<file path="src/rtl/assert_macros.svh">
// Concurrent assertion helpers, clocked on the rising edge, off while in reset.
`ifndef ASSERT_MACROS_SVH
`define ASSERT_MACROS_SVH

// Check that a property holds.
`define TSSG_ASSERT(name, clk, rstn, prop, msg) \
  name: assert property (@(posedge clk) disable iff (!rstn) prop) else $error(msg);

// Check that a condition never occurs.
`define TSSG_ASSERT_NEVER(name, clk, rstn, cond, msg) \
  name: assert property (@(posedge clk) disable iff (!rstn) !(cond)) else $error(msg);

`endif

</file>
<file path="src/rtl/tssg_pkg.sv">
package tssg_pkg;

  localparam int unsigned COORD_W       = 5;
  localparam int unsigned COLOR_W       = 32;
  localparam int unsigned TILE_SIZE     = 32;
  localparam int unsigned FRAC_BITS_DEF = 16;

  localparam logic [COORD_W-1:0] COORD_MAX = COORD_W'(TILE_SIZE - 1);

  typedef enum logic [3:0] {
    CMD_NONE,
    CMD_LOAD,
    CMD_DIV_SPLIT,
    CMD_SPLIT_TAKE,
    CMD_DIV_DOWN,
    CMD_INIT_DOWN,
    CMD_EMIT_DOWN,
    CMD_DIV_UP,
    CMD_INIT_UP,
    CMD_EMIT_UP,
    CMD_EMIT_FLAT
  } tssg_op_e;

  typedef struct packed {
    tssg_op_e op;
    logic     last;
  } tssg_cmd_t;

  typedef struct packed {
    logic flat;
    logic flat_bottom;
    logic flat_top;
    logic row_at_end;
    logic div_busy;
  } tssg_sts_t;

  function automatic logic [COORD_W-1:0] clamp_coord(input logic [COORD_W-1:0] v);
    clamp_coord = (v > COORD_MAX) ? COORD_MAX : v;
  endfunction

endpackage

</file>
<file path="src/rtl/tssg_tri_if.sv">
interface tssg_tri_if;
  import tssg_pkg::*;

  logic               valid;
  logic               ready;
  logic [COORD_W-1:0] vert_a_x;
  logic [COORD_W-1:0] vert_a_y;
  logic [COORD_W-1:0] vert_b_x;
  logic [COORD_W-1:0] vert_b_y;
  logic [COORD_W-1:0] vert_c_x;
  logic [COORD_W-1:0] vert_c_y;
  logic [COLOR_W-1:0] fill_color;

  modport source (
    output valid, vert_a_x, vert_a_y, vert_b_x, vert_b_y, vert_c_x, vert_c_y, fill_color,
    input  ready
  );

  modport sink (
    input  valid, vert_a_x, vert_a_y, vert_b_x, vert_b_y, vert_c_x, vert_c_y, fill_color,
    output ready
  );
endinterface

</file>
<file path="src/rtl/tssg_span_if.sv">
interface tssg_span_if;
  import tssg_pkg::*;

  logic               valid;
  logic               ready;
  logic [COORD_W-1:0] span_row;
  logic [COORD_W-1:0] span_from;
  logic [COORD_W-1:0] span_to;
  logic [COLOR_W-1:0] span_color;
  logic               last_span;

  modport source (
    output valid, span_row, span_from, span_to, span_color, last_span,
    input  ready
  );

  modport sink (
    input  valid, span_row, span_from, span_to, span_color, last_span,
    output ready
  );
endinterface

</file>
<file path="src/rtl/tssg_div.sv">
module tssg_div #(
  parameter int unsigned W     = 21,
  parameter int unsigned DEN_W = 5
) (
  input  logic             clk_i,
  input  logic             rst_ni,
  input  logic             start_i,
  input  logic [W-1:0]     num_a_i,
  input  logic [W-1:0]     num_b_i,
  input  logic [DEN_W-1:0] den_i,
  output logic             busy_o,
  output logic [W-1:0]     quo_a_o,
  output logic [W-1:0]     quo_b_o,
  output logic [DEN_W-1:0] rem_a_o
);

  localparam int unsigned CNT_W = $clog2(W);

  logic [W-1:0]     qa_q, qb_q;
  logic [DEN_W-1:0] ra_q, rb_q, den_q;
  logic [CNT_W-1:0] cnt_q;
  logic             busy_q;

  logic [DEN_W:0]   ta, tb;
  logic             ge_a, ge_b;
  logic [DEN_W:0]   sa, sb;

  assign ta   = {ra_q, qa_q[W-1]};
  assign tb   = {rb_q, qb_q[W-1]};
  assign ge_a = ta >= {1'b0, den_q};
  assign ge_b = tb >= {1'b0, den_q};
  assign sa   = ge_a ? (ta - {1'b0, den_q}) : ta;
  assign sb   = ge_b ? (tb - {1'b0, den_q}) : tb;

  always_ff @(posedge clk_i or negedge rst_ni) begin
    if (!rst_ni) begin
      busy_q <= 1'b0;
      cnt_q  <= '0;
    end else if (start_i) begin
      busy_q <= 1'b1;
      cnt_q  <= CNT_W'(W - 1);
    end else if (busy_q) begin
      if (cnt_q == '0) begin
        busy_q <= 1'b0;
      end else begin
        cnt_q <= cnt_q - 1'b1;
      end
    end
  end

  always_ff @(posedge clk_i) begin
    if (start_i) begin
      qa_q  <= num_a_i;
      qb_q  <= num_b_i;
      ra_q  <= '0;
      rb_q  <= '0;
      den_q <= den_i;
    end else if (busy_q) begin
      qa_q <= {qa_q[W-2:0], ge_a};
      qb_q <= {qb_q[W-2:0], ge_b};
      ra_q <= sa[DEN_W-1:0];
      rb_q <= sb[DEN_W-1:0];
    end
  end

  assign busy_o  = busy_q;
  assign quo_a_o = qa_q;
  assign quo_b_o = qb_q;
  assign rem_a_o = ra_q;

endmodule

</file>
<file path="src/rtl/tssg_datapath.sv">
module tssg_datapath #(
  parameter int unsigned FRAC_BITS = tssg_pkg::FRAC_BITS_DEF
) (
  input  logic                         clk_i,
  input  logic                         rst_ni,
  input  tssg_pkg::tssg_cmd_t          cmd_i,
  output tssg_pkg::tssg_sts_t          sts_o,
  input  logic [tssg_pkg::COORD_W-1:0] vert_a_x_i,
  input  logic [tssg_pkg::COORD_W-1:0] vert_a_y_i,
  input  logic [tssg_pkg::COORD_W-1:0] vert_b_x_i,
  input  logic [tssg_pkg::COORD_W-1:0] vert_b_y_i,
  input  logic [tssg_pkg::COORD_W-1:0] vert_c_x_i,
  input  logic [tssg_pkg::COORD_W-1:0] vert_c_y_i,
  input  logic [tssg_pkg::COLOR_W-1:0] fill_color_i,
  output logic [tssg_pkg::COORD_W-1:0] span_row_o,
  output logic [tssg_pkg::COORD_W-1:0] span_from_o,
  output logic [tssg_pkg::COORD_W-1:0] span_to_o,
  output logic [tssg_pkg::COLOR_W-1:0] span_color_o,
  output logic                         last_span_o
);
  import tssg_pkg::*;

  localparam int unsigned DIV_W  = FRAC_BITS + COORD_W;
  localparam int unsigned SL_W   = DIV_W + 1;
  localparam int unsigned INT_W  = COORD_W + 3;
  localparam int unsigned ACC_W  = FRAC_BITS + INT_W;
  localparam int unsigned PROD_W = 2 * COORD_W;
  localparam int unsigned MX_W   = COORD_W + 2;

  function automatic logic [COORD_W-1:0] abs_diff(input logic [COORD_W-1:0] a,
                                                  input logic [COORD_W-1:0] b);
    abs_diff = (a >= b) ? (a - b) : (b - a);
  endfunction

  function automatic logic [COORD_W-1:0] to_column(input logic signed [ACC_W-1:0] a);
    logic [INT_W-1:0] ip;
    ip = a[ACC_W-1:FRAC_BITS];
    if (a[ACC_W-1]) begin
      to_column = '0;
    end else if ((ip[INT_W-1:COORD_W] != '0) || (ip[COORD_W-1:0] > COORD_MAX)) begin
      to_column = COORD_MAX;
    end else begin
      to_column = ip[COORD_W-1:0];
    end
  endfunction

  function automatic logic signed [SL_W-1:0] signed_quo(input logic [DIV_W-1:0] q,
                                                        input logic neg);
    logic signed [SL_W-1:0] s;
    s = $signed({1'b0, q});
    signed_quo = neg ? -s : s;
  endfunction

  function automatic logic signed [ACC_W-1:0] ext_slope(input logic signed [SL_W-1:0] s);
    ext_slope = $signed({{(ACC_W-SL_W){s[SL_W-1]}}, s});
  endfunction

  function automatic logic signed [ACC_W-1:0] col_acc(input logic [COORD_W-1:0] x);
    col_acc = $signed({{(INT_W-COORD_W){1'b0}}, x, {FRAC_BITS{1'b0}}});
  endfunction

  // Vertex registers, sorted by row
  logic [COORD_W-1:0] x0_q, y0_q, x1_q, y1_q, x2_q, y2_q, mx_q;
  logic [COLOR_W-1:0] color_q;
  logic signed [SL_W-1:0]  slope_s_q, slope_e_q;
  logic signed [ACC_W-1:0] acc_s_q, acc_e_q;
  logic [COORD_W-1:0] row_q, end_row_q;
  logic               neg_a_q, neg_b_q;
  logic [COORD_W-1:0] span_row_q, span_from_q, span_to_q;
  logic [COLOR_W-1:0] span_color_q;
  logic               span_last_q;

  logic [COORD_W-1:0] sx0, sy0, sx1, sy1, sx2, sy2, tx, ty;

  always_comb begin
    tx  = '0;
    ty  = '0;
    sx0 = clamp_coord(vert_a_x_i);
    sy0 = clamp_coord(vert_a_y_i);
    sx1 = clamp_coord(vert_b_x_i);
    sy1 = clamp_coord(vert_b_y_i);
    sx2 = clamp_coord(vert_c_x_i);
    sy2 = clamp_coord(vert_c_y_i);
    if (sy0 > sy1) begin
      tx = sx0; ty = sy0; sx0 = sx1; sy0 = sy1; sx1 = tx; sy1 = ty;
    end
    if (sy1 > sy2) begin
      tx = sx1; ty = sy1; sx1 = sx2; sy1 = sy2; sx2 = tx; sy2 = ty;
    end
    if (sy0 > sy1) begin
      tx = sx0; ty = sy0; sx0 = sx1; sy0 = sy1; sx1 = tx; sy1 = ty;
    end
  end

  // Divider operands
  logic               div_start;
  logic [DIV_W-1:0]   num_a, num_b;
  logic [COORD_W-1:0] den;
  logic               neg_a, neg_b;
  logic [COORD_W-1:0] up_sx, up_ex;
  logic [PROD_W-1:0]  split_prod;
  logic               div_busy;
  logic [DIV_W-1:0]   quo_a, quo_b;
  logic [COORD_W-1:0] rem_a;

  assign up_sx      = sts_o.flat_top ? x0_q : x1_q;
  assign up_ex      = sts_o.flat_top ? x1_q : mx_q;
  assign split_prod = abs_diff(x2_q, x0_q) * (y1_q - y0_q);

  always_comb begin
    div_start = 1'b0;
    num_a     = '0;
    num_b     = '0;
    den       = '0;
    neg_a     = 1'b0;
    neg_b     = 1'b0;
    case (cmd_i.op)
      CMD_DIV_SPLIT: begin
        div_start = 1'b1;
        num_a     = {{(DIV_W-PROD_W){1'b0}}, split_prod};
        den       = y2_q - y0_q;
        neg_a     = x2_q < x0_q;
      end
      CMD_DIV_DOWN: begin
        div_start = 1'b1;
        num_a     = {abs_diff(x1_q, x0_q), {FRAC_BITS{1'b0}}};
        num_b     = {abs_diff(mx_q, x0_q), {FRAC_BITS{1'b0}}};
        den       = y1_q - y0_q;
        neg_a     = x1_q < x0_q;
        neg_b     = mx_q < x0_q;
      end
      CMD_DIV_UP: begin
        div_start = 1'b1;
        num_a     = {abs_diff(x2_q, up_sx), {FRAC_BITS{1'b0}}};
        num_b     = {abs_diff(x2_q, up_ex), {FRAC_BITS{1'b0}}};
        den       = y2_q - y1_q;
        neg_a     = x2_q < up_sx;
        neg_b     = x2_q < up_ex;
      end
      default: begin
        div_start = 1'b0;
      end
    endcase
  end

  tssg_div #(
    .W     (DIV_W),
    .DEN_W (COORD_W)
  ) u_div (
    .clk_i   (clk_i),
    .rst_ni  (rst_ni),
    .start_i (div_start),
    .num_a_i (num_a),
    .num_b_i (num_b),
    .den_i   (den),
    .busy_o  (div_busy),
    .quo_a_o (quo_a),
    .quo_b_o (quo_b),
    .rem_a_o (rem_a)
  );

  // Split column: floor of the signed quotient
  logic [MX_W-1:0]    split_q, split_mag, mx_full;
  logic [COORD_W-1:0] flat_lo, flat_hi;

  assign split_mag = MX_W'(quo_a[COORD_W-1:0]);
  assign split_q   = neg_a_q ? (~(split_mag + MX_W'(rem_a != '0)) + 1'b1) : split_mag;
  assign mx_full   = {2'b00, x0_q} + split_q;

  always_comb begin
    flat_lo = x0_q;
    flat_hi = x0_q;
    if (x1_q < flat_lo) flat_lo = x1_q;
    if (x2_q < flat_lo) flat_lo = x2_q;
    if (x1_q > flat_hi) flat_hi = x1_q;
    if (x2_q > flat_hi) flat_hi = x2_q;
  end

  always_ff @(posedge clk_i) begin
    case (cmd_i.op)
      CMD_LOAD: begin
        x0_q    <= sx0;
        y0_q    <= sy0;
        x1_q    <= sx1;
        y1_q    <= sy1;
        x2_q    <= sx2;
        y2_q    <= sy2;
        mx_q    <= sx2;
        color_q <= fill_color_i;
      end
      CMD_DIV_SPLIT, CMD_DIV_DOWN, CMD_DIV_UP: begin
        neg_a_q <= neg_a;
        neg_b_q <= neg_b;
      end
      CMD_SPLIT_TAKE: begin
        mx_q <= mx_full[COORD_W-1:0];
      end
      CMD_INIT_DOWN: begin
        slope_s_q <= signed_quo(quo_a, neg_a_q);
        slope_e_q <= signed_quo(quo_b, neg_b_q);
        acc_s_q   <= col_acc(x0_q);
        acc_e_q   <= col_acc(x0_q);
        row_q     <= y0_q;
        end_row_q <= y1_q;
      end
      CMD_INIT_UP: begin
        slope_s_q <= signed_quo(quo_a, neg_a_q);
        slope_e_q <= signed_quo(quo_b, neg_b_q);
        acc_s_q   <= col_acc(x2_q);
        acc_e_q   <= col_acc(x2_q);
        row_q     <= y2_q;
        end_row_q <= y1_q;
      end
      CMD_EMIT_DOWN: begin
        span_row_q   <= row_q;
        span_from_q  <= to_column(acc_s_q);
        span_to_q    <= to_column(acc_e_q);
        span_color_q <= color_q;
        span_last_q  <= cmd_i.last;
        acc_s_q      <= acc_s_q + ext_slope(slope_s_q);
        acc_e_q      <= acc_e_q + ext_slope(slope_e_q);
        row_q        <= row_q + 1'b1;
      end
      CMD_EMIT_UP: begin
        span_row_q   <= row_q;
        span_from_q  <= to_column(acc_s_q);
        span_to_q    <= to_column(acc_e_q);
        span_color_q <= color_q;
        span_last_q  <= cmd_i.last;
        acc_s_q      <= acc_s_q - ext_slope(slope_s_q);
        acc_e_q      <= acc_e_q - ext_slope(slope_e_q);
        row_q        <= row_q - 1'b1;
      end
      CMD_EMIT_FLAT: begin
        span_row_q   <= y0_q;
        span_from_q  <= flat_lo;
        span_to_q    <= flat_hi;
        span_color_q <= color_q;
        span_last_q  <= cmd_i.last;
      end
      default: begin
        row_q <= row_q;
      end
    endcase
  end

  assign sts_o.flat        = y0_q == y2_q;
  assign sts_o.flat_bottom = y1_q == y2_q;
  assign sts_o.flat_top    = y0_q == y1_q;
  assign sts_o.row_at_end  = row_q == end_row_q;
  assign sts_o.div_busy    = div_busy;

  assign span_row_o   = span_row_q;
  assign span_from_o  = span_from_q;
  assign span_to_o    = span_to_q;
  assign span_color_o = span_color_q;
  assign last_span_o  = span_last_q;

endmodule

</file>
<file path="src/rtl/tssg_ctrl.sv">
module tssg_ctrl (
  input  logic                clk_i,
  input  logic                rst_ni,
  input  logic                tri_valid_i,
  output logic                tri_ready_o,
  input  logic                span_ready_i,
  output logic                span_valid_o,
  input  tssg_pkg::tssg_sts_t sts_i,
  output tssg_pkg::tssg_cmd_t cmd_o
);
  import tssg_pkg::*;

  typedef enum logic [3:0] {
    S_IDLE,
    S_CLASS,
    S_SPLIT_WAIT,
    S_SPLIT_TAKE,
    S_DOWN_START,
    S_DOWN_WAIT,
    S_DOWN_EMIT,
    S_UP_START,
    S_UP_WAIT,
    S_UP_EMIT,
    S_FLAT
  } ctrl_state_e;

  ctrl_state_e state_q, state_d;
  logic        out_valid_q, out_valid_d;
  logic        out_free;
  logic        emit;

  assign out_free = !out_valid_q || span_ready_i;
  assign emit     = (cmd_o.op == CMD_EMIT_DOWN) || (cmd_o.op == CMD_EMIT_UP) ||
                    (cmd_o.op == CMD_EMIT_FLAT);

  always_comb begin
    state_d     = state_q;
    cmd_o.op    = CMD_NONE;
    cmd_o.last  = 1'b0;
    case (state_q)
      S_IDLE: begin
        if (tri_valid_i) begin
          cmd_o.op = CMD_LOAD;
          state_d  = S_CLASS;
        end
      end
      S_CLASS: begin
        if (sts_i.flat) begin
          state_d = S_FLAT;
        end else if (sts_i.flat_bottom) begin
          state_d = S_DOWN_START;
        end else if (sts_i.flat_top) begin
          state_d = S_UP_START;
        end else begin
          cmd_o.op = CMD_DIV_SPLIT;
          state_d  = S_SPLIT_WAIT;
        end
      end
      S_SPLIT_WAIT: begin
        if (!sts_i.div_busy) state_d = S_SPLIT_TAKE;
      end
      S_SPLIT_TAKE: begin
        cmd_o.op = CMD_SPLIT_TAKE;
        state_d  = S_DOWN_START;
      end
      S_DOWN_START: begin
        cmd_o.op = CMD_DIV_DOWN;
        state_d  = S_DOWN_WAIT;
      end
      S_DOWN_WAIT: begin
        if (!sts_i.div_busy) begin
          cmd_o.op = CMD_INIT_DOWN;
          state_d  = S_DOWN_EMIT;
        end
      end
      S_DOWN_EMIT: begin
        if (out_free) begin
          cmd_o.op   = CMD_EMIT_DOWN;
          cmd_o.last = sts_i.flat_bottom && sts_i.row_at_end;
          if (sts_i.row_at_end) state_d = sts_i.flat_bottom ? S_IDLE : S_UP_START;
        end
      end
      S_UP_START: begin
        cmd_o.op = CMD_DIV_UP;
        state_d  = S_UP_WAIT;
      end
      S_UP_WAIT: begin
        if (!sts_i.div_busy) begin
          cmd_o.op = CMD_INIT_UP;
          state_d  = S_UP_EMIT;
        end
      end
      S_UP_EMIT: begin
        if (out_free) begin
          cmd_o.op   = CMD_EMIT_UP;
          cmd_o.last = sts_i.row_at_end;
          if (sts_i.row_at_end) state_d = S_IDLE;
        end
      end
      S_FLAT: begin
        if (out_free) begin
          cmd_o.op   = CMD_EMIT_FLAT;
          cmd_o.last = 1'b1;
          state_d    = S_IDLE;
        end
      end
      default: begin
        state_d = S_IDLE;
      end
    endcase
  end

  always_comb begin
    if (emit) begin
      out_valid_d = 1'b1;
    end else if (span_ready_i) begin
      out_valid_d = 1'b0;
    end else begin
      out_valid_d = out_valid_q;
    end
  end

  always_ff @(posedge clk_i or negedge rst_ni) begin
    if (!rst_ni) begin
      state_q     <= S_IDLE;
      out_valid_q <= 1'b0;
    end else begin
      state_q     <= state_d;
      out_valid_q <= out_valid_d;
    end
  end

  assign tri_ready_o  = state_q == S_IDLE;
  assign span_valid_o = out_valid_q;

endmodule

</file>
<file path="src/rtl/triangle_scanline_span_generator.sv">
// Flow: a flat triangle emits its span directly; a flat-top or flat-bottom one runs the
// slope divider once before its first span, a general one first runs it for the split column.
// One triangle at a time: intake opens again only once its last span is emitted, and
// the spans of each triangle wait on the runs of the bit-serial slope divider.
// Reset: asynchronous active low; clears the sequencer, divider and output valid.
`include "assert_macros.svh"

module triangle_scanline_span_generator #(
  parameter int unsigned FRAC_BITS = tssg_pkg::FRAC_BITS_DEF
) (
  input logic        clk_i,
  input logic        rst_ni,
  tssg_tri_if.sink   tri_i,
  tssg_span_if.source span_o
);
  import tssg_pkg::*;

  tssg_cmd_t cmd;
  tssg_sts_t sts;

  tssg_ctrl u_ctrl (
    .clk_i        (clk_i),
    .rst_ni       (rst_ni),
    .tri_valid_i  (tri_i.valid),
    .tri_ready_o  (tri_i.ready),
    .span_ready_i (span_o.ready),
    .span_valid_o (span_o.valid),
    .sts_i        (sts),
    .cmd_o        (cmd)
  );

  tssg_datapath #(
    .FRAC_BITS (FRAC_BITS)
  ) u_datapath (
    .clk_i        (clk_i),
    .rst_ni       (rst_ni),
    .cmd_i        (cmd),
    .sts_o        (sts),
    .vert_a_x_i   (tri_i.vert_a_x),
    .vert_a_y_i   (tri_i.vert_a_y),
    .vert_b_x_i   (tri_i.vert_b_x),
    .vert_b_y_i   (tri_i.vert_b_y),
    .vert_c_x_i   (tri_i.vert_c_x),
    .vert_c_y_i   (tri_i.vert_c_y),
    .fill_color_i (tri_i.fill_color),
    .span_row_o   (span_o.span_row),
    .span_from_o  (span_o.span_from),
    .span_to_o    (span_o.span_to),
    .span_color_o (span_o.span_color),
    .last_span_o  (span_o.last_span)
  );

  `TSSG_ASSERT(a_last_frees_intake, clk_i, rst_ni, cmd.last |=> tri_i.ready, "last span did not return to intake")
  `TSSG_ASSERT_NEVER(a_busy_no_intake, clk_i, rst_ni, sts.div_busy && tri_i.ready, "intake open while dividing")
  `TSSG_ASSERT_NEVER(a_busy_no_emit, clk_i, rst_ni, sts.div_busy && (cmd.op == CMD_EMIT_DOWN || cmd.op == CMD_EMIT_UP || cmd.op == CMD_EMIT_FLAT), "span emitted while dividing")

endmodule
</file>
<file path="src/flat_wrapper.sv">
// flat-port wrapper written by rule: the top's interface ports become plain ports
module triangle_scanline_span_generator_flat import tssg_pkg::*;
#(
  parameter int unsigned FRAC_BITS = tssg_pkg::FRAC_BITS_DEF
)
  (clk_i, rst_ni, tri_i_valid, tri_i_vert_a_x, tri_i_vert_a_y, tri_i_vert_b_x, tri_i_vert_b_y, tri_i_vert_c_x, tri_i_vert_c_y, tri_i_fill_color, tri_i_ready, span_o_valid, span_o_span_row, span_o_span_from, span_o_span_to, span_o_span_color, span_o_last_span, span_o_ready);
  tssg_tri_if tri_i_i ();
  tssg_span_if span_o_i ();
  input logic clk_i;
  input logic rst_ni;
  input wire logic [$bits(tri_i_i.valid)-1:0] tri_i_valid;
  input wire logic [$bits(tri_i_i.vert_a_x)-1:0] tri_i_vert_a_x;
  input wire logic [$bits(tri_i_i.vert_a_y)-1:0] tri_i_vert_a_y;
  input wire logic [$bits(tri_i_i.vert_b_x)-1:0] tri_i_vert_b_x;
  input wire logic [$bits(tri_i_i.vert_b_y)-1:0] tri_i_vert_b_y;
  input wire logic [$bits(tri_i_i.vert_c_x)-1:0] tri_i_vert_c_x;
  input wire logic [$bits(tri_i_i.vert_c_y)-1:0] tri_i_vert_c_y;
  input wire logic [$bits(tri_i_i.fill_color)-1:0] tri_i_fill_color;
  output wire logic [$bits(tri_i_i.ready)-1:0] tri_i_ready;
  output wire logic [$bits(span_o_i.valid)-1:0] span_o_valid;
  output wire logic [$bits(span_o_i.span_row)-1:0] span_o_span_row;
  output wire logic [$bits(span_o_i.span_from)-1:0] span_o_span_from;
  output wire logic [$bits(span_o_i.span_to)-1:0] span_o_span_to;
  output wire logic [$bits(span_o_i.span_color)-1:0] span_o_span_color;
  output wire logic [$bits(span_o_i.last_span)-1:0] span_o_last_span;
  input wire logic [$bits(span_o_i.ready)-1:0] span_o_ready;
  assign tri_i_i.valid = tri_i_valid;
  assign tri_i_i.vert_a_x = tri_i_vert_a_x;
  assign tri_i_i.vert_a_y = tri_i_vert_a_y;
  assign tri_i_i.vert_b_x = tri_i_vert_b_x;
  assign tri_i_i.vert_b_y = tri_i_vert_b_y;
  assign tri_i_i.vert_c_x = tri_i_vert_c_x;
  assign tri_i_i.vert_c_y = tri_i_vert_c_y;
  assign tri_i_i.fill_color = tri_i_fill_color;
  assign tri_i_ready = tri_i_i.ready;
  assign span_o_valid = span_o_i.valid;
  assign span_o_span_row = span_o_i.span_row;
  assign span_o_span_from = span_o_i.span_from;
  assign span_o_span_to = span_o_i.span_to;
  assign span_o_span_color = span_o_i.span_color;
  assign span_o_last_span = span_o_i.last_span;
  assign span_o_i.ready = span_o_ready;
  triangle_scanline_span_generator #(.FRAC_BITS(FRAC_BITS)) u_core (.clk_i(clk_i), .rst_ni(rst_ni), .tri_i(tri_i_i), .span_o(span_o_i));
endmodule
</file>
<file path="config.mk">
export PLATFORM = sky130hd
export DESIGN_NAME = triangle_scanline_span_generator_flat
export DESIGN_NICKNAME = d
export VERILOG_FILES = /design/src/rtl/tssg_pkg.sv /design/src/rtl/tssg_tri_if.sv /design/src/rtl/tssg_span_if.sv /design/src/rtl/tssg_div.sv /design/src/rtl/tssg_datapath.sv /design/src/rtl/tssg_ctrl.sv /design/src/rtl/triangle_scanline_span_generator.sv /design/src/flat_wrapper.sv
export VERILOG_INCLUDE_DIRS = /design/src /design/src/rtl
export SDC_FILE = /design/constraint.sdc
export NUM_CORES = 1
export LEC_CHECK = 0
export ABC_AREA = 1
export BUFFER_PORTS_ARGS = -buffer_cell sky130_fd_sc_hd__buf_2
export CAP_MARGIN = 20
export CORE_MARGIN = 4
export CORE_UTILIZATION = 50
export DETAILED_ROUTE_END_ITERATION = 12
export HOLD_SLACK_MARGIN = 0.06
export PLACE_DENSITY = 0.78
export SLEW_MARGIN = 20
export SYNTH_ARGS = -nofsm -noshare
export SYNTH_HDL_FRONTEND = slang
export SYNTH_SLANG_ARGS = --single-unit
</file>
<file path="constraint.sdc">
create_clock -name clk_i -period 9.3 [get_ports clk_i]
set_input_delay 0.93 -clock clk_i [delete_from_list [all_inputs] [get_ports clk_i]]
set_output_delay 0.93 -clock clk_i [all_outputs]
set_load 0.01 [all_outputs]
</file>
==> results of run 1 <==
layout by cell type, fill, tap and decap left out, types with 14 or more instances in the layout:
master	instances
a21oi_1	124
buf_2	115
clkbuf_16	34
edfxtp_1	266
fa_1	32
ha_1	176
inv_1	352
inv_2	14
nand2_1	592
nand2_2	14
nand3_1	192
nand4_1	46
nor2_1	260
nor3_1	36
o211ai_1	30
o21ai_0	141
o21ai_1	18
or2_2	27
xnor2_1	40
xor2_1	104
area by class of cell:
class / count / share of cell area
Timing Repair Buffer: 123 / 0.0272
Clock inverter: 14 / 0.00710
Tap cell: 577 / 0.0303
Inverter: 368 / 0.0580
Sequential cell: 287 / 0.356
Multi-Input combinational cell: 1937 / 0.483
Clock buffer: 46 / 0.0385
sequential cells by signal, summed over array words and instances (netlist names), 21 cells and up:
| name | cells |
|---|---|
| u_core.u_datapath.acc_e_q | 24 |
| u_core.u_datapath.acc_s_q | 24 |
| u_core.u_datapath.span_color_o | 32 |
| u_core.u_datapath.u_div.quo_a_o | 21 |
| u_core.u_datapath.color_q | 32 |
| u_core.u_datapath.slope_s_q | 22 |
| u_core.u_datapath.u_div.quo_b_o | 21 |
| u_core.u_datapath.slope_e_q | 22 |
routing by layer:
metal / track usage / up-vias / part of all wire
met3: 0.0343 / 123 / 0.064
li1: - / 9036 / -
met2: 0.413 / 646 / 0.48
met4: 0.0813 / 0 / 0.035
met1: 0.320 / 8559 / 0.42
met5: 0 / - / 0
worst paths after layout:
path,cells past startpoint,start,slack (ns),endpoint
max,22,u_core.u_datapath.x0_q[1],3.24,u_core.u_datapath.u_div.quo_a_o[8]
min,1,rst_ni,0.26,u_core.u_ctrl.state_q[1]
max reg2reg,22,u_core.u_datapath.x0_q[1],3.24,u_core.u_datapath.u_div.quo_a_o[8]
min reg2reg,0,u_core.u_datapath.color_q[19],0.41,u_core.u_datapath.span_color_o[19]
max in group asynchronous,1,rst_ni,8.80,u_core.u_ctrl.state_q[3]
min in group clk_i,0,u_core.u_datapath.color_q[19],0.41,u_core.u_datapath.span_color_o[19]
cells by family (layout without fill, tap and decap cells):
group	count (synthesis)	count (layout)	synth area share
and+or+nand+nor	1204	1204	0.240
adders and majority gates	208	208	0.132
DFF	287	287	0.392
buffers and inverters	420	551	0.0768
xor gates and xnor gates	146	146	0.0599
AOI/OAI and AO/OA	379	379	0.100
report_power, final:
part           switching (mW)  total (mW)  internal (mW)
registers               0.290        2.27           1.98
clock network           0.537        1.32          0.779
logic                    3.64        5.77           2.13
per-stage QoR:
step	hold slack (ns)	power [mW]	cells	worst slack (ns)
detailed placement	0.405	8.00	3292	2.80
finish	0.265	9.36	3352	3.24
floorplan	0.400	6.61	2644	3.98
CTS	0.249	9.37	3352	3.25
global placement	0.400	7.77	3291	3.02
global route	0.262	10.3	3352	2.75
==> impl_metrics.py, run 1 <==
metrics = {
    "floorplanning": {
        "die_y_um": 216,
        "start_util": 0.511,
        "die_x_um": 216,
        "ioPinCount": 116,
        "num_rows": 75,
        "core_um2": 42300,
        "die-area_um2": 46600,
    },
    "timing": {
        "worst_pin_slew_ns": 0.931,
        "final_max_slew_viol_count": 0,
        "report.final.hold_viol_count": 0,
        "tns_ns": 0,
        "max_freq_mhz": 165,
        "fin_crit_ns": 6.06,
        "period_share": 0.652,
        "setup_violations": 0,
        "fin_skew_ns": 0.0203,
        "rsz0062_at_grt": "false",
        "maxSlewHeadroom": 0.377,
    },
    "logic_synthesis": {
        "synth_edf_count": 266,
        "synth-seq-cells": 287,
        "yosys_warnings": 0,
        "postSynthAreaPerCell_um2": 8.17,
        "syn_inst": 2644,
        "synth_common_cells": "595 x nand2_1, 353 x inv_1, 266 x edfxtp_1, 260 x nor2_1, 192 x nand3_1",
        "yosys.area.top_type": "edfxtp_1",
        "yosysUniqueCellTypes": 58,
        "ys.flop_type": "edfxtp_1",
        "syn_area_um2": 21600,
        "synthArstFlopShare": 0.0383,
        "netlist_top_cells_area": "edfxtp_1 37%, nand2_1 10%, ha_1 10%",
        "syn_nets": 2918,
        "yosysMostFrequentCell": "nand2_1",
        "ys_seq_area_frac": 0.392,
        "yosysTopAreaCellShare": 0.370,
    },
    "global_route": {
        "grt_usage": 0.243,
        "grt_max_degree": 60,
        "antenna_found_initial": 0,
        "grt_pass1_vias": 17836,
        "grt_overflow": 0,
        "grt_pass1_wl_um": 91800,
    },
    "setup_path": {
        "end_kind": "flop",
        "path_max_fanout": 12,
        "max_stage_delay_ns": 0.81,
        "cp.arrival_ns": 6.34,
        "crit_path_start_kind": "flop",
        "critical_path.top_delay_family": "adder cells",
        "critical_path_required_ns": 9.58,
        "critPathKind": "reg -> reg",
        "cp_cell_sequence": "inv_1 -> ha_1 -> nand2_1 -> nor3_2 -> nor2_4 -> nand2_2 -> nand2_1 -> o21ai_1 -> nand2_1 -> fa_1 -> fa_1 -> inv_1 -> fa_1 -> inv_1 -> fa_1 -> inv_1 -> fa_1 -> nand2_1 -> nand2_1 -> a21oi_1 -> xor2_1 -> o21ai_0",
        "path_buf_inv": 4,
        "cp_slowest_cell": "edfxtp_1",
    },
    "clock_network": {
        "root_buffer": "clkbuf_16",
        "cts.sinks": 287,
        "cts_max_path_buffers": 3,
        "cts_buffers": 34,
        "clock_latency_ns": 0.54,
        "postCtsResizedCells": 0,
        "postCtsSetupBuffers": 0,
        "path_clk_slew_ns": 0.06,
        "h-tree-depth": 2,
        "cts-hold-fix-buffers": 0,
        "cts_tree": "yes",
    },
    "power_and_ir_drop": {
        "cellPowerDensity_nw_per_um2": 393,
        "peakVddDrop_uv": 447,
        "p_leak_nw": 10.9,
    },
    "placed_design": {
        "io_buffers": 115,
        "post_dp_cell_area_um2": 22700,
        "place_hpwl_um": 44800,
        "gp_congestion": 0.944,
    },
    "finish": {
        "drive_above_1_share": 0.0915,
        "finish.utilization": 0.562,
        "areaGrowthSynthToFinish_pct": 10.1,
        "regArea_um2": 8460,
        "antenna_cells": 0,
        "multi_input_area_um2": 11500,
        "fin_nets": 3025,
        "n_fill_cell": 3797,
        "design_area_um2": 23800,
    },
    "drt": {
        "drt-pass1-iter-count": 6,
        "wl_um": 57600,
        "vias_per_cell": 5.48,
        "drc_errors": 0,
        "vias": 18364,
        "routedWlPerCell_um": 17.2,
        "ant_nets": 0,
        "drt-initial-drc-count": 1696,
    },
    "outcome": {
        "status": "complete, no violations",
    },
    "job": {
        "maxCapViolations": 0,
    },
    "min_path": {
        "min_path_type": "in -> async",
    },
}
Note: power is estimated with default switching activity, not from simulation.
==> run 2: changes to the inputs <==
--- a/config.mk
+++ b/config.mk
@@ -13,7 +13,7 @@
 export CORE_UTILIZATION = 50
 export DETAILED_ROUTE_END_ITERATION = 12
 export HOLD_SLACK_MARGIN = 0.06
-export PLACE_DENSITY = 0.78
+export PLACE_DENSITY = 0.81
 export SLEW_MARGIN = 20
 export SYNTH_ARGS = -nofsm -noshare
 export SYNTH_HDL_FRONTEND = slang
==> constraint.sdc (replaced) <==
create_clock -name clk_i -period 5 [get_ports clk_i]
set_input_delay 0.5 -clock clk_i [delete_from_list [all_inputs] [get_ports clk_i]]
set_output_delay 0.5 -clock clk_i [all_outputs]
set_load 0.01 [all_outputs]
==> run 2 against run 1 <==
  * Die area unchanged
  * Register-to-register slack got worse by 3.2 ns
  * First-iteration DRC count fell by 6.7%
  * Via count grew 2.4%
  * Hold slack lost 0.13 ns
  * Combinational power up 110%
  * Setup slack worse by 3.2 ns
  * Fmax increased by 22%
  * Routed wire length rose by 2.3%
  * Sequential power increased by 82%
  * Critical path type unchanged
==> impl_metrics.py, run 2 (synthesized netlist as in run 1, its figures left out) <==
metrics = {
    "finish": {
        "multi_input_area_um2": 11700,
        "instances_no_fill": 3415,
        "regArea_um2": 8460,
        "fin_nets": 3086,
        "finish.utilization": 0.579,
        "antenna_cells": 0,
        "n_fill_cell": 3692,
        "design_area_um2": 24500,
        "layout_commonest_cell": "nand2_1",
        "drive_above_1_share": 0.128,
        "layout_common_cells": "585 x nand2_1, 338 x inv_1, 266 x edfxtp_1",
        "areaGrowthSynthToFinish_pct": 13.3,
    },
    "timing": {
        "tns_ns": 0,
        "report.final.hold_viol_count": 0,
        "max_freq_mhz": 202,
        "period_share": 0.990,
        "fin_skew_ns": 0.0321,
        "timing.final.ws_setup_ns": 0.0478,
        "rsz0062_at_grt": "true",
        "worst_pin_slew_ns": 0.940,
        "hold-worst-slack_ns": 0.138,
        "maxSlewHeadroom": 0.371,
        "fin_crit_ns": 4.95,
        "setup_violations": 0,
        "final_max_slew_viol_count": 0,
    },
    "min_path": {
        "min_path_type": "in -> reg",
    },
    "job": {
        "maxCapViolations": 0,
    },
    "setup_path": {
        "path_max_fanout": 3,
        "critical_path_required_ns": 5.29,
        "cp.arrival_ns": 5.24,
        "end_kind": "flop",
        "crit_path_start_kind": "flop",
        "critPathKind": "reg -> reg",
    },
    "clock_network": {
        "path_clk_slew_ns": 0.06,
        "cts_buffers": 34,
        "clock_latency_ns": 0.56,
        "root_buffer": "clkbuf_16",
        "cts_max_path_buffers": 3,
        "cts.sinks": 287,
        "cts_tree": "yes",
        "h-tree-depth": 2,
    },
    "placed_design": {
        "post_dp_cell_area_um2": 23100,
        "place_inst": 3339,
        "gp_congestion": 0.948,
        "place_hpwl_um": 45800,
        "place_ws_ns": -0.0331,
        "io_buffers": 115,
    },
    "power_and_ir_drop": {
        "p_leak_nw": 11.2,
        "peakVddDrop_uv": 1520,
        "cellPowerDensity_nw_per_um2": 771,
        "power_mw": 18.9,
    },
    "floorplanning": {
        "num_rows": 75,
        "ioPinCount": 116,
        "core_um2": 42300,
        "start_util": 0.511,
        "die_y_um": 216,
        "die-area_um2": 46600,
        "die_x_um": 216,
    },
    "global_route": {
        "grt_pass1_wl_um": 94000,
        "grt_usage": 0.247,
        "grt_pass1_vias": 18487,
        "grt_overflow": 0,
        "antenna_found_initial": 0,
        "grt_max_degree": 50,
    },
    "drt": {
        "drt-pass1-iter-count": 6,
        "vias": 18797,
        "vias_per_cell": 5.50,
        "wl_um": 58900,
        "ant_nets": 0,
        "drc_errors": 0,
        "drt-initial-drc-count": 1583,
        "routedWlPerCell_um": 17.3,
    },
    "outcome": {
        "status": "complete, no violations",
    },
}
==> run 2: cell count changes in the layout (fill, tap and decap cells not counted), moves of 6 or more <==
cell     previous run  this run
nand2_2            14        20
buf_4               7        67
nand2_1           592       585
inv_2              14        26
ha_1              176       165
inv_1             352       338
ha_4                0         9
==> run 2: timing repair <==
item	CTS	global route
gates resized for setup	2	41
buffers inserted	0	13
endpoints found under the hold margin	11	0
hold buffers	1	0
pin swaps	0	29
endpoints found under the setup margin	2	4
==> run 2: final timing paths <==
kind	start	to	slack [ns]	depth (start not counted)
worst min register to register	u_core.u_datapath.color_q[6]	u_core.u_datapath.span_color_o[6]	0.41	0
worst min-delay path	tri_i_fill_color[18]	u_core.u_datapath.color_q[18]	0.14	1
worst max-delay path	u_core.u_datapath.x2_q[0]	u_core.u_datapath.u_div.quo_a_o[8]	0.05	20
max in group asynchronous	rst_ni	u_core.u_ctrl.state_q[2]	4.40	2
min in group asynchronous	rst_ni	u_core.u_datapath.u_div.cnt_q[3]	0.38	2
worst max register to register	u_core.u_datapath.x2_q[0]	u_core.u_datapath.u_div.quo_a_o[8]	0.05	20
==> run 2: cell type report <==
class,count,share of cell area
Clock buffer,43,0.0378
Clock inverter,19,0.00812
Inverter,368,0.0566
Multi-Input combinational cell,1937,0.477
Sequential cell,287,0.346
Tap cell,577,0.0295
Timing Repair Buffer,184,0.0449
==> run 2: power by group <==
group          switching [mW]  internal [mW]
Clock                    1.04           1.48
Combinational            7.51           4.72
Sequential              0.459           3.68
Total                    9.01           9.88
==> run 2: worst max-delay path, cell delays in order, from the launching register on <==
cell and delay, ns:
edfxtp_1 0.45, inv_2 0.11, ha_4 0.16, inv_4 0.04, fa_2 0.56, nand2_2 0.05, o21ai_2 0.07, nand2_1 0.09
fa_1 0.48, fa_1 0.55, inv_2 0.05, fa_1 0.51, inv_2 0.04, fa_1 0.55, inv_2 0.06, fa_2 0.37
nand2_2 0.10, nand2_2 0.06, a21oi_2 0.16, xor2_1 0.18, o21ai_1 0.07
==> run 2: routing by layer <==
layer | vias to the layer above | global-route usage | wire, µm
li1 | 9166 | - | -
met1 | 8792 | 0.322 | 24600
met2 | 711 | 0.421 | 28200
met3 | 128 | 0.0373 | 4040
met4 | 0 | 0.0873 | 2060
met5 | - | 0 | 0
